--- src/rtl/core/pcs_pkg.sv ---
// Package with shared types and constants for the PUCT child selection block.
`default_nettype none
package pcs_pkg;

  // Field widths of the channels.
  localparam int unsigned VSUM_W  = 32;
  localparam int unsigned VIS_W   = 24;
  localparam int unsigned PRIOR_W = 16;
  localparam int unsigned CW_W    = 16;
  localparam int unsigned IDX_W   = 8;
  localparam int unsigned SCORE_W = 48;

  // Datapath widths of the shared iterative unit.
  localparam int unsigned ROOT_W  = 20;  // sqrt of a 40-bit radicand
  localparam int unsigned NUM_W   = 34;  // signed numerator, magnitude fits unsigned
  localparam int unsigned DEN_W   = 25;  // child_visits + 1
  localparam int unsigned ACC_W   = 40;  // left-aligned operand shift register
  localparam int unsigned REM_W   = 26;  // partial remainder
  localparam int unsigned CNT_W   = 6;

  localparam logic [CNT_W-1:0] SQRT_STEPS = 6'd20;
  localparam logic [CNT_W-1:0] DIV_STEPS  = 6'd34;

  localparam logic [CW_W-1:0]    CW_RESET  = 16'd10240;
  localparam logic [SCORE_W-1:0] SCORE_MIN = {1'b1, {(SCORE_W-1){1'b0}}};

  // Operation of the shared unit.
  typedef enum logic {
    MODE_DIV,
    MODE_SQRT
  } pcs_mode_t;

  // Command from the sequencer to the shared unit.
  typedef struct packed {
    logic      start;
    pcs_mode_t mode;
  } pcs_cmd_t;

  // Status from the shared unit back to the sequencer.
  typedef struct packed {
    logic busy;
    logic done;
  } pcs_stat_t;

endpackage
`default_nettype wire

--- src/rtl/core/pcs_channels.sv ---
// Channel interfaces for child input, selection result and configuration.
`default_nettype none
interface pcs_in_if;
  logic        valid;
  logic        ready;
  logic [31:0] value_sum;
  logic [23:0] child_visits;
  logic [15:0] prior;
  logic [23:0] parent_visits;
  logic        last;

  modport source (output valid, value_sum, child_visits, prior, parent_visits, last,
                  input ready);
  modport sink (input valid, value_sum, child_visits, prior, parent_visits, last,
                output ready);
endinterface

interface pcs_out_if;
  logic        valid;
  logic        ready;
  logic [7:0]  best_index;
  logic [47:0] best_score;

  modport source (output valid, best_index, best_score, input ready);
  modport sink (input valid, best_index, best_score, output ready);
endinterface

interface pcs_cfg_if;
  logic        valid;
  logic        ready;
  logic [15:0] explore_weight;

  modport source (output valid, explore_weight, input ready);
  modport sink (input valid, explore_weight, output ready);
endinterface
`default_nettype wire

--- src/rtl/core/pcs_iter_unit.sv ---
// Shared iterative compare-subtract unit for restoring square root and division.
`default_nettype none
module pcs_iter_unit (
  input  wire logic                       clk,
  input  wire logic                       rst_n,
  input  wire pcs_pkg::pcs_cmd_t          cmd,
  input  wire logic [pcs_pkg::ACC_W-1:0]  op_a,
  input  wire logic [pcs_pkg::DEN_W-1:0]  op_b,
  output pcs_pkg::pcs_stat_t              stat,
  output logic [pcs_pkg::NUM_W-1:0]       res
);
  import pcs_pkg::*;

  logic             busy_r;
  logic             done_r;
  logic [CNT_W-1:0] cnt_r;
  pcs_mode_t        mode_r;
  logic [ACC_W-1:0] acc_r;
  logic [REM_W-1:0] rem_r;
  logic [NUM_W-1:0] res_r;
  logic [DEN_W-1:0] den_r;

  logic [REM_W-1:0] shifted;
  logic [REM_W-1:0] subtrahend;
  logic [REM_W:0]   diff;
  logic             ge;

  // One step: bring down the next operand bits and try the subtraction.
  always_comb begin
    if (mode_r == MODE_SQRT) begin
      shifted    = {rem_r[REM_W-3:0], acc_r[ACC_W-1 -: 2]};
      subtrahend = {{(REM_W-ROOT_W-2){1'b0}}, res_r[ROOT_W-1:0], 2'b01};
    end else begin
      shifted    = {rem_r[REM_W-2:0], acc_r[ACC_W-1]};
      subtrahend = {{(REM_W-DEN_W){1'b0}}, den_r};
    end
    diff = {1'b0, shifted} - {1'b0, subtrahend};
    ge   = ~diff[REM_W];
  end

  // Step counter and operand, remainder and result registers.
  always_ff @(posedge clk) begin
    if (!rst_n) begin
      busy_r <= 1'b0;
      done_r <= 1'b0;
      cnt_r  <= '0;
    end else begin
      done_r <= 1'b0;
      if (cmd.start) begin
        busy_r <= 1'b1;
        mode_r <= cmd.mode;
        cnt_r  <= (cmd.mode == MODE_SQRT) ? SQRT_STEPS - 6'd1 : DIV_STEPS - 6'd1;
        acc_r  <= op_a;
        den_r  <= op_b;
        rem_r  <= '0;
        res_r  <= '0;
      end else if (busy_r) begin
        rem_r <= ge ? diff[REM_W-1:0] : shifted;
        res_r <= {res_r[NUM_W-2:0], ge};
        acc_r <= (mode_r == MODE_SQRT) ? {acc_r[ACC_W-3:0], 2'b00} : {acc_r[ACC_W-2:0], 1'b0};
        cnt_r <= cnt_r - 6'd1;
        if (cnt_r == '0) begin
          busy_r <= 1'b0;
          done_r <= 1'b1;
        end
      end
    end
  end

  assign stat.busy = busy_r;
  assign stat.done = done_r;
  assign res       = res_r;

endmodule
`default_nettype wire

--- src/rtl/core/puct_child_select.sv ---
// Top level of the PUCT child selection block with sequencer and running argmax.
//
//   channel  direction  payload
//   in_ch    sink       value_sum, child_visits, prior, parent_visits, last
//   out_ch   source     best_index, best_score
//   cfg_ch   sink       explore_weight
//
// A new child is accepted only after the previous one is done. The first child of a
// selection has the shared compare-subtract unit run a 20-step square root of the
// parent visit count first; every child within MAX_CHILDREN then runs a 34-step
// division, and children past that limit skip the arithmetic.
// Reset is synchronous; it restores explore_weight to 2.5 and clears the selection.
// The result sits in an output register; a new child is taken while it waits,
// and only a second result stalls until the first one is taken.
`default_nettype none
module puct_child_select #(
  parameter int unsigned MAX_CHILDREN = 256
) (
  input  wire logic clk,
  input  wire logic rst_n,
  pcs_in_if.sink    in_ch,
  pcs_out_if.source out_ch,
  pcs_cfg_if.sink   cfg_ch
);
  import pcs_pkg::*;

  localparam int unsigned POS_W = $clog2(MAX_CHILDREN + 1);
  localparam logic [POS_W-1:0] POS_LIMIT = POS_W'(MAX_CHILDREN);

  typedef enum logic [3:0] {
    ST_IDLE,
    ST_SQ_GO,
    ST_SQ_WAIT,
    ST_MUL1,
    ST_MUL2,
    ST_SUM,
    ST_DV_GO,
    ST_DV_WAIT,
    ST_UPDATE
  } state_t;

  state_t                 state_r;
  logic [CW_W-1:0]        explore_weight_r;
  logic [POS_W-1:0]       pos_r;
  logic                   have_best_r;
  logic signed [SCORE_W-1:0] best_score_r;
  logic [IDX_W-1:0]       best_index_r;
  logic                   out_valid_r;
  logic [IDX_W-1:0]       out_index_r;
  logic [SCORE_W-1:0]     out_score_r;

  // Captured child fields and datapath registers.
  logic [VSUM_W-1:0]      vsum_r;
  logic [VIS_W-1:0]       cvis_r;
  logic [PRIOR_W-1:0]     prior_r;
  logic [VIS_W-1:0]       parent_root_r;
  logic                   last_r;
  logic                   scored_r;
  logic [ROOT_W-1:0]      s_r;
  logic [CW_W+ROOT_W-1:0] prod1_r;
  logic [CW_W+ROOT_W+PRIOR_W-1:0] prod2_r;
  logic signed [NUM_W-1:0] num_r;
  logic signed [SCORE_W-1:0] score_r;

  pcs_cmd_t          cmd;
  pcs_stat_t         stat;
  logic [ACC_W-1:0]  op_a;
  logic [DEN_W-1:0]  op_b;
  logic [NUM_W-1:0]  unit_res;

  logic [NUM_W-1:0]  num_mag;
  logic [NUM_W:0]    quot_signed;
  logic              take;
  logic              out_block;
  logic              deliver;
  logic signed [SCORE_W-1:0] win_score;
  logic [IDX_W-1:0]  win_index;

  // Operands for the shared unit.
  always_comb begin
    num_mag = num_r[NUM_W-1] ? (~num_r + 1'b1) : num_r;
    cmd.start = (state_r == ST_SQ_GO) || (state_r == ST_DV_GO);
    cmd.mode  = (state_r == ST_SQ_GO) ? MODE_SQRT : MODE_DIV;
    if (state_r == ST_SQ_GO) begin
      op_a = {parent_root_r, 16'd0};
    end else begin
      op_a = {num_mag, {(ACC_W-NUM_W){1'b0}}};
    end
    op_b = {1'b0, cvis_r} + 25'd1;
  end

  // Quotient with the sign of the numerator, truncated toward zero.
  assign quot_signed = num_r[NUM_W-1] ? -{1'b0, unit_res} : {1'b0, unit_res};

  // Running argmax: the first scored child always wins, later ones only when strictly greater.
  always_comb begin
    take      = scored_r && (!have_best_r || (score_r > best_score_r));
    win_score = take ? score_r : best_score_r;
    win_index = take ? IDX_W'(pos_r) : best_index_r;
    out_block = last_r && out_valid_r && !out_ch.ready;
    deliver   = (state_r == ST_UPDATE) && last_r && !out_block;
  end

  pcs_iter_unit u_iter (
    .clk   (clk),
    .rst_n (rst_n),
    .cmd   (cmd),
    .op_a  (op_a),
    .op_b  (op_b),
    .stat  (stat),
    .res   (unit_res)
  );

  // Sequencer, selection state and result register.
  always_ff @(posedge clk) begin
    if (!rst_n) begin
      state_r          <= ST_IDLE;
      explore_weight_r <= CW_RESET;
      pos_r            <= '0;
      have_best_r      <= 1'b0;
      best_score_r     <= SCORE_MIN;
      best_index_r     <= '0;
      out_valid_r      <= 1'b0;
    end else begin
      if (cfg_ch.valid) begin
        explore_weight_r <= cfg_ch.explore_weight;
      end
      // A new result is loaded, or the waiting one leaves once it is taken.
      out_valid_r <= deliver | (out_valid_r & ~out_ch.ready);
      unique case (state_r)
        ST_IDLE: begin
          if (in_ch.valid) begin
            vsum_r   <= in_ch.value_sum;
            cvis_r   <= in_ch.child_visits;
            prior_r  <= in_ch.prior;
            last_r   <= in_ch.last;
            scored_r <= (pos_r < POS_LIMIT);
            if (pos_r == '0) begin
              parent_root_r <= in_ch.parent_visits;
              state_r       <= ST_SQ_GO;
            end else if (pos_r < POS_LIMIT) begin
              state_r <= ST_MUL1;
            end else begin
              state_r <= ST_UPDATE;
            end
          end
        end
        ST_SQ_GO: begin
          state_r <= ST_SQ_WAIT;
        end
        ST_SQ_WAIT: begin
          if (stat.done) begin
            s_r     <= unit_res[ROOT_W-1:0];
            state_r <= ST_MUL1;
          end
        end
        ST_MUL1: begin
          prod1_r <= {{ROOT_W{1'b0}}, explore_weight_r} * {{CW_W{1'b0}}, s_r};
          state_r <= ST_MUL2;
        end
        ST_MUL2: begin
          prod2_r <= (CW_W+ROOT_W+PRIOR_W)'(prod1_r) * (CW_W+ROOT_W+PRIOR_W)'(prior_r);
          state_r <= ST_SUM;
        end
        ST_SUM: begin
          num_r   <= $signed({{(NUM_W-VSUM_W){vsum_r[VSUM_W-1]}}, vsum_r})
                   + $signed({2'b00, prod2_r[CW_W+ROOT_W+PRIOR_W-1:20]});
          state_r <= ST_DV_GO;
        end
        ST_DV_GO: begin
          state_r <= ST_DV_WAIT;
        end
        ST_DV_WAIT: begin
          if (stat.done) begin
            score_r <= {{(SCORE_W-NUM_W-1){quot_signed[NUM_W]}}, quot_signed};
            state_r <= ST_UPDATE;
          end
        end
        ST_UPDATE: begin
          if (!out_block) begin
            if (last_r) begin
              out_index_r  <= win_index;
              out_score_r  <= win_score;
              pos_r        <= '0;
              have_best_r  <= 1'b0;
              best_score_r <= SCORE_MIN;
              best_index_r <= '0;
            end else begin
              best_score_r <= win_score;
              best_index_r <= win_index;
              have_best_r  <= have_best_r | scored_r;
              if (scored_r) begin
                pos_r <= pos_r + 1'b1;
              end
            end
            state_r <= ST_IDLE;
          end
        end
        default: begin
          state_r <= ST_IDLE;
        end
      endcase
    end
  end

  assign in_ch.ready       = (state_r == ST_IDLE);
  assign cfg_ch.ready      = 1'b1;
  assign out_ch.valid      = out_valid_r;
  assign out_ch.best_index = out_index_r;
  assign out_ch.best_score = out_score_r;

`ifndef SYNTHESIS
  // The child count never runs past the limit.
  a_pos_limit: assert property (@(posedge clk) disable iff (!rst_n)
    pos_r <= POS_LIMIT)
    else $error("child position beyond limit");

  // Once a child has been counted a running best exists.
  a_best_held: assert property (@(posedge clk) disable iff (!rst_n)
    (pos_r != '0) |-> have_best_r)
    else $error("children counted without a running best");

  // The shared unit only finishes while the sequencer waits for it.
  a_done_wait: assert property (@(posedge clk) disable iff (!rst_n)
    stat.done |-> ((state_r == ST_SQ_WAIT) || (state_r == ST_DV_WAIT)))
    else $error("shared unit finished outside a wait state");

  // Delivering a result clears the selection and leaves the result valid.
  a_clear: assert property (@(posedge clk) disable iff (!rst_n)
    ((state_r == ST_UPDATE) && last_r && !out_block) |=>
      (!have_best_r && (pos_r == '0) && out_valid_r))
    else $error("selection not cleared after result");
`endif

endmodule
`default_nettype wire
--- src/flat_wrapper.sv ---
// flat-port wrapper written by rule: the top's interface ports become plain ports
module puct_child_select_flat import pcs_pkg::*;
#(
  parameter int unsigned MAX_CHILDREN = 256
)
  (clk, rst_n, in_ch_valid, in_ch_value_sum, in_ch_child_visits, in_ch_prior, in_ch_parent_visits, in_ch_last, in_ch_ready, out_ch_valid, out_ch_best_index, out_ch_best_score, out_ch_ready, cfg_ch_valid, cfg_ch_explore_weight, cfg_ch_ready);
  pcs_in_if in_ch_i ();
  pcs_out_if out_ch_i ();
  pcs_cfg_if cfg_ch_i ();
  input  wire logic clk;
  input  wire logic rst_n;
  input wire logic [$bits(in_ch_i.valid)-1:0] in_ch_valid;
  input wire logic [$bits(in_ch_i.value_sum)-1:0] in_ch_value_sum;
  input wire logic [$bits(in_ch_i.child_visits)-1:0] in_ch_child_visits;
  input wire logic [$bits(in_ch_i.prior)-1:0] in_ch_prior;
  input wire logic [$bits(in_ch_i.parent_visits)-1:0] in_ch_parent_visits;
  input wire logic [$bits(in_ch_i.last)-1:0] in_ch_last;
  output wire logic [$bits(in_ch_i.ready)-1:0] in_ch_ready;
  output wire logic [$bits(out_ch_i.valid)-1:0] out_ch_valid;
  output wire logic [$bits(out_ch_i.best_index)-1:0] out_ch_best_index;
  output wire logic [$bits(out_ch_i.best_score)-1:0] out_ch_best_score;
  input wire logic [$bits(out_ch_i.ready)-1:0] out_ch_ready;
  input wire logic [$bits(cfg_ch_i.valid)-1:0] cfg_ch_valid;
  input wire logic [$bits(cfg_ch_i.explore_weight)-1:0] cfg_ch_explore_weight;
  output wire logic [$bits(cfg_ch_i.ready)-1:0] cfg_ch_ready;
  assign in_ch_i.valid = in_ch_valid;
  assign in_ch_i.value_sum = in_ch_value_sum;
  assign in_ch_i.child_visits = in_ch_child_visits;
  assign in_ch_i.prior = in_ch_prior;
  assign in_ch_i.parent_visits = in_ch_parent_visits;
  assign in_ch_i.last = in_ch_last;
  assign in_ch_ready = in_ch_i.ready;
  assign out_ch_valid = out_ch_i.valid;
  assign out_ch_best_index = out_ch_i.best_index;
  assign out_ch_best_score = out_ch_i.best_score;
  assign out_ch_i.ready = out_ch_ready;
  assign cfg_ch_i.valid = cfg_ch_valid;
  assign cfg_ch_i.explore_weight = cfg_ch_explore_weight;
  assign cfg_ch_ready = cfg_ch_i.ready;
  puct_child_select #(.MAX_CHILDREN(MAX_CHILDREN)) u_core (.clk(clk), .rst_n(rst_n), .in_ch(in_ch_i), .out_ch(out_ch_i), .cfg_ch(cfg_ch_i));
endmodule
--- config.mk ---
export PLATFORM = sky130hd
export DESIGN_NAME = puct_child_select_flat
export DESIGN_NICKNAME = d
export VERILOG_FILES = /design/src/rtl/core/pcs_pkg.sv /design/src/rtl/core/pcs_channels.sv /design/src/rtl/core/pcs_iter_unit.sv /design/src/rtl/core/puct_child_select.sv /design/src/flat_wrapper.sv
export SDC_FILE = /design/constraint.sdc
export NUM_CORES = 2
export LEC_CHECK = 0
export BUFFER_PORTS_ARGS = -buffer_cell sky130_fd_sc_hd__buf_2
export CORE_ASPECT_RATIO = 0.7
export CORE_MARGIN = 4
export CORE_UTILIZATION = 38
export CTS_CLUSTER_SIZE = 40
export DETAILED_ROUTE_END_ITERATION = 8
export GPL_ROUTABILITY_DRIVEN = 0
export SYNTH_ARGS = -nofsm -noshare
export SYNTH_HDL_FRONTEND = slang
export SYNTH_SLANG_ARGS = --single-unit
--- constraint.sdc ---
create_clock -name clk -period 6.7 [get_ports clk]
set_clock_uncertainty 0.15 [all_clocks]
set_input_delay 1.005 -clock clk [delete_from_list [all_inputs] [get_ports clk]]
set_output_delay 1.005 -clock clk [all_outputs]
set_load 0.01 [all_outputs]
==> reports/metrics.csv <==
stage,metric,value,unit
run_status,outcome,finished with violations,
run_status,violations,negative setup slack,
detailed_routing,drcViolationCount,0,
detailed_routing,met1_length,66.7,mm
detailed_routing,drt_wl_total,137,mm
synthesis,avgSynthCellArea,10.1,sq um
final_layout,syn2layout_area_growth,16.5,%
grt,grt_max_degree,64,
job,drv_cap,0,
clock_network,cts.path.max_buffers,3,
timing,fin_crit_sh,1.01,
detailed_routing,routedWlPerCell,18.6,um
timing,rsz0062_at_grt,true,
synthesis,seq_area_frac_synth,0.286,
synthesis,ys_types,77,
final_layout,instances_no_fill,7350,
detailed_routing,antenna_left,0,
floorplanning,die_w,450,um
detailed_routing,dr_wl_met3,9.92,mm
synthesis,synth_xor_area_frac,0.0351,
synthesis,async_flop_share,0,
setup_path,cp.arrival,6980,ps
floorplanning,die_h,317,um
synthesis,yosys.area_share.simple,0.138,
floorplanning,io-pin-count,177,
grt,grt_first_pass_wirelength,216,mm
detailed_routing,viasPerCell,5.00,
final_layout,fill_cells,12600,
setup_path,cp_cell_sequence,"nand2_2, fa_1, inv_2, fa_1, inv_2, fa_1, inv_2, fa_1, inv_2, fa_1, fa_1, inv_2, ha_4, a21o_1, a21o_1, a21o_1, a21o_1, a21oi_2, o21ai_1, a221o_1, a2111oi_2, o21bai_1, xor2_2",
synthesis,ys_ff_latch,525,
synthesis,synth_top_family_by_area,adder cells,
synthesis,synth_compound_area_frac,0.0757,
timing,report.final.slew_viol_count,0,
detailed_routing,topRoutingLayerUsed,met4,
timing,period_minus_slack,6750,ps
final_layout,diodes,0,
detailed_routing,firstDrtPassIters,5,
synthesis,synth_adder_area_share,0.362,
timing,max_freq,148,MHz
clock_network,numCtsBuffers,60,
placed_design,post-place-ws,-798,ps
placed_design,portBuffers,175,
clock_network,clock_latency,690,ps
timing,whs,301,ps
synthesis,muxShareOfSynthArea,0.0213,
synthesis,ys.flop_type,edfxtp_1,
clock_network,cts.root.buffer_cell,clkbuf_16,
grt,grt_usage,0.191,
synthesis,synthesis.instances,5117,
setup_path,cp_top_family,adder cells,
setup_path,critPathMaxFanout,4,
detailed_routing,drt_iter0_drc,2516,
clock_network,htree_levels,2,
synthesis,synth_edf_count,430,
setup_path,worstPathRequired,6930,ps
detailed_routing,wl_met2,57.9,mm
setup_path,critPathKind,reg -> reg,
synthesis,netlist_area,0.0519,sq mm
setup_path,path_common_cell,fa_1,
timing,finalWorstSetupSlack,-49.8,ps
min_path,hp-class,reg -> reg,
timing,tightest_slew,1090,ps
final_layout,layout.cells.most_common_list,"inv_1 (888), nand2_1 (743), fa_1 (701), edfxtp_1 (430), and2_1 (362)",
grt,grt_overflow,0,
setup_path,cp-start-kind,register,
floorplanning,rows,113,
final_layout,final_net_count,6702,
timing,finalSetupViolations,1,
setup_path,slowest_stage,fa_1,
setup_path,worst_path_largest_cell_delay,570,ps
setup_path,critical_path_buf_inv_count,5,
floorplanning,core_area,0.136,sq mm
synthesis,ys_warn_count,0,
clock_network,clk_pin_slew,60,ps
final_layout,drive_gt1_frac,0.161,
timing,hold_violations,0,
grt,antenna_found_initial,3,
clock_network,holdBufCountCts,0,
synthesis,synth_nets,6302,
clock_network,cts_num_sinks,525,
final_layout,final_common_cell,inv_1,
floorplanning,start_util,0.383,
placed_design,dp.cells,7181,
timing,slew_headroom,0.271,
grt,grt_pass1_vias,37500,
floorplanning,dieArea,0.143,sq mm
detailed_routing,vias,36800,
clock_network,cts_tree,yes,
placed_design,dpl.hpwl,108,mm
setup_path,setup.worst_path.end_class,register,
[worst reg2reg max path, stage by stage, from the launching register on]
cell and delay (ps):
edfxtp_1 490, nand2_2 100, fa_1 530, inv_2 40
fa_1 550, inv_2 40, fa_1 490, inv_2 40
fa_1 540, inv_2 60, fa_1 490, fa_1 570
inv_2 60, ha_4 210, a21o_1 180, a21o_1 160
a21o_1 170, a21o_1 160, a21oi_2 140, o21ai_1 70
a221o_1 390, a2111oi_2 320, o21bai_1 140, xor2_2 400
[flip-flops by register name (all words and copies together), names as in the netlist, 16 cells and up]
signal / count
u_core.u_iter.rem_r: 25
u_core.parent_root_r: 24
u_core.explore_weight_r: 16
u_core.num_r: 34
u_core.best_score_r: 48
u_core.score_r: 35
u_core.u_iter.acc_r: 34
u_core.vsum_r: 32
u_core.prior_r: 16
u_core.prod2_r: 32
u_core.u_iter.res: 34
u_core.prod1_r: 36
u_core.s_r: 20
u_core.cvis_r: 24
u_core.u_iter.den_r: 25
u_core.out_ch.best_score: 48
[routing by layer]
metal	vias to the layer above	track usage
met1	18400	0.296
met2	1131	0.282
met5	-	0
met4	0	0.0328
met3	153	0.0345
li1	17100	-
[cells in the mapped netlist (all sizes together) (4+ instances only)]
cell     number  area [sq um]
nand4        24           150
ha          342          4280
nor2        121           454
nor2b        21           131
edfxtp      430         12900
nor3b         4          30.0
mux2         33           372
or4          13           109
o221ai       24           210
fa          725         14500
a2111oi       6          52.6
clkbuf      208           781
xor2         77           674
nand2       753          2830
o31ai        23           200
dfxtp        95          1900
a31oi         7          43.8
nand3b        6          45.0
o22ai         9          62.6
a21boi        6          45.0
a21o         90           676
o211ai        9          67.6
nor3         30           150
xnor2       131          1150
buf          15          63.8
and2        378          2370
a22o         42           368
or2           7          46.3
nand3        40           200
mux2i        73           731
a211oi       20           150
and4          6          52.6
or3          25           176
o41ai        14           123
o21bai       16           120
inv         911          3420
and3         17           106
nor4         10          62.6
o21a         20           150
o21ai       127           636
a21oi       140           701
a31o          5          43.8
nand2b       26           163
[logic make-up (layout without fill, tap and decap cells)]
logic type | after synthesis | count (layout)
DFF | 525 | 525
and+or+nand+nor | 1489 | 1489
adders and majority gates | 1067 | 1067
other | 1 | 1
muxes | 106 | 106
xor gates and xnor gates | 208 | 208
buffers and inverters | 1134 | 1585
AOI/OAI and AO/OA | 587 | 587
[path summary, 6_finish.rpt]
path                                                      startpoint                              endpoint  slack, ps  cells past startpoint
worst max-delay path                        u_core.s_r[15]$_DFFE_PP_          u_core.prod1_r[33]$_DFFE_PP_        -50                     23
worst min-delay path            u_core.best_score_r[45]$_SDFFE_PN0P_  u_core.best_score_r[45]$_SDFFE_PN0P_        300                      1
worst max register to register              u_core.s_r[15]$_DFFE_PP_          u_core.prod1_r[33]$_DFFE_PP_        -50                     23
worst min register to register  u_core.best_score_r[45]$_SDFFE_PN0P_  u_core.best_score_r[45]$_SDFFE_PN0P_        300                      1
[metrics by stage]
stage	utilization	instance area, sq um	setup TNS (ps)
after floorplan	-	51900	-27.3
after global placement	0.420	56900	-14040
after detailed placement	0.420	56900	-14540
after CTS	0.438	59400	0
after global routing	0.446	60400	-1840
final	0.446	60400	-49.8
[timing repair]
item                                    4_1_cts  5_1_grt
hold endpoints to repair                      0        0
gates resized for setup                      73      185
pin swaps                                    51      118
setup buffers                                16       46
endpoints found under the setup margin       34       37
cloned                                        0        3
[area by class of cell]
| type | instances | area, sq um | area share |
|---|---|---|---|
| inverters | 911 | 3420 | 0.0566 |
| repair buffers | 561 | 4350 | 0.0720 |
| clock inverters | 35 | 414 | 0.00685 |
| multi-input cells | 3458 | 33500 | 0.555 |
| flip-flops and latches | 525 | 14800 | 0.245 |
| well taps | 1782 | 2230 | 0.0369 |
| clock buffers | 78 | 1650 | 0.0273 |
Power is left out: the tool's default activity adds up to more than one toggle a clock period on the data nets, which glitch-free logic cannot reach.
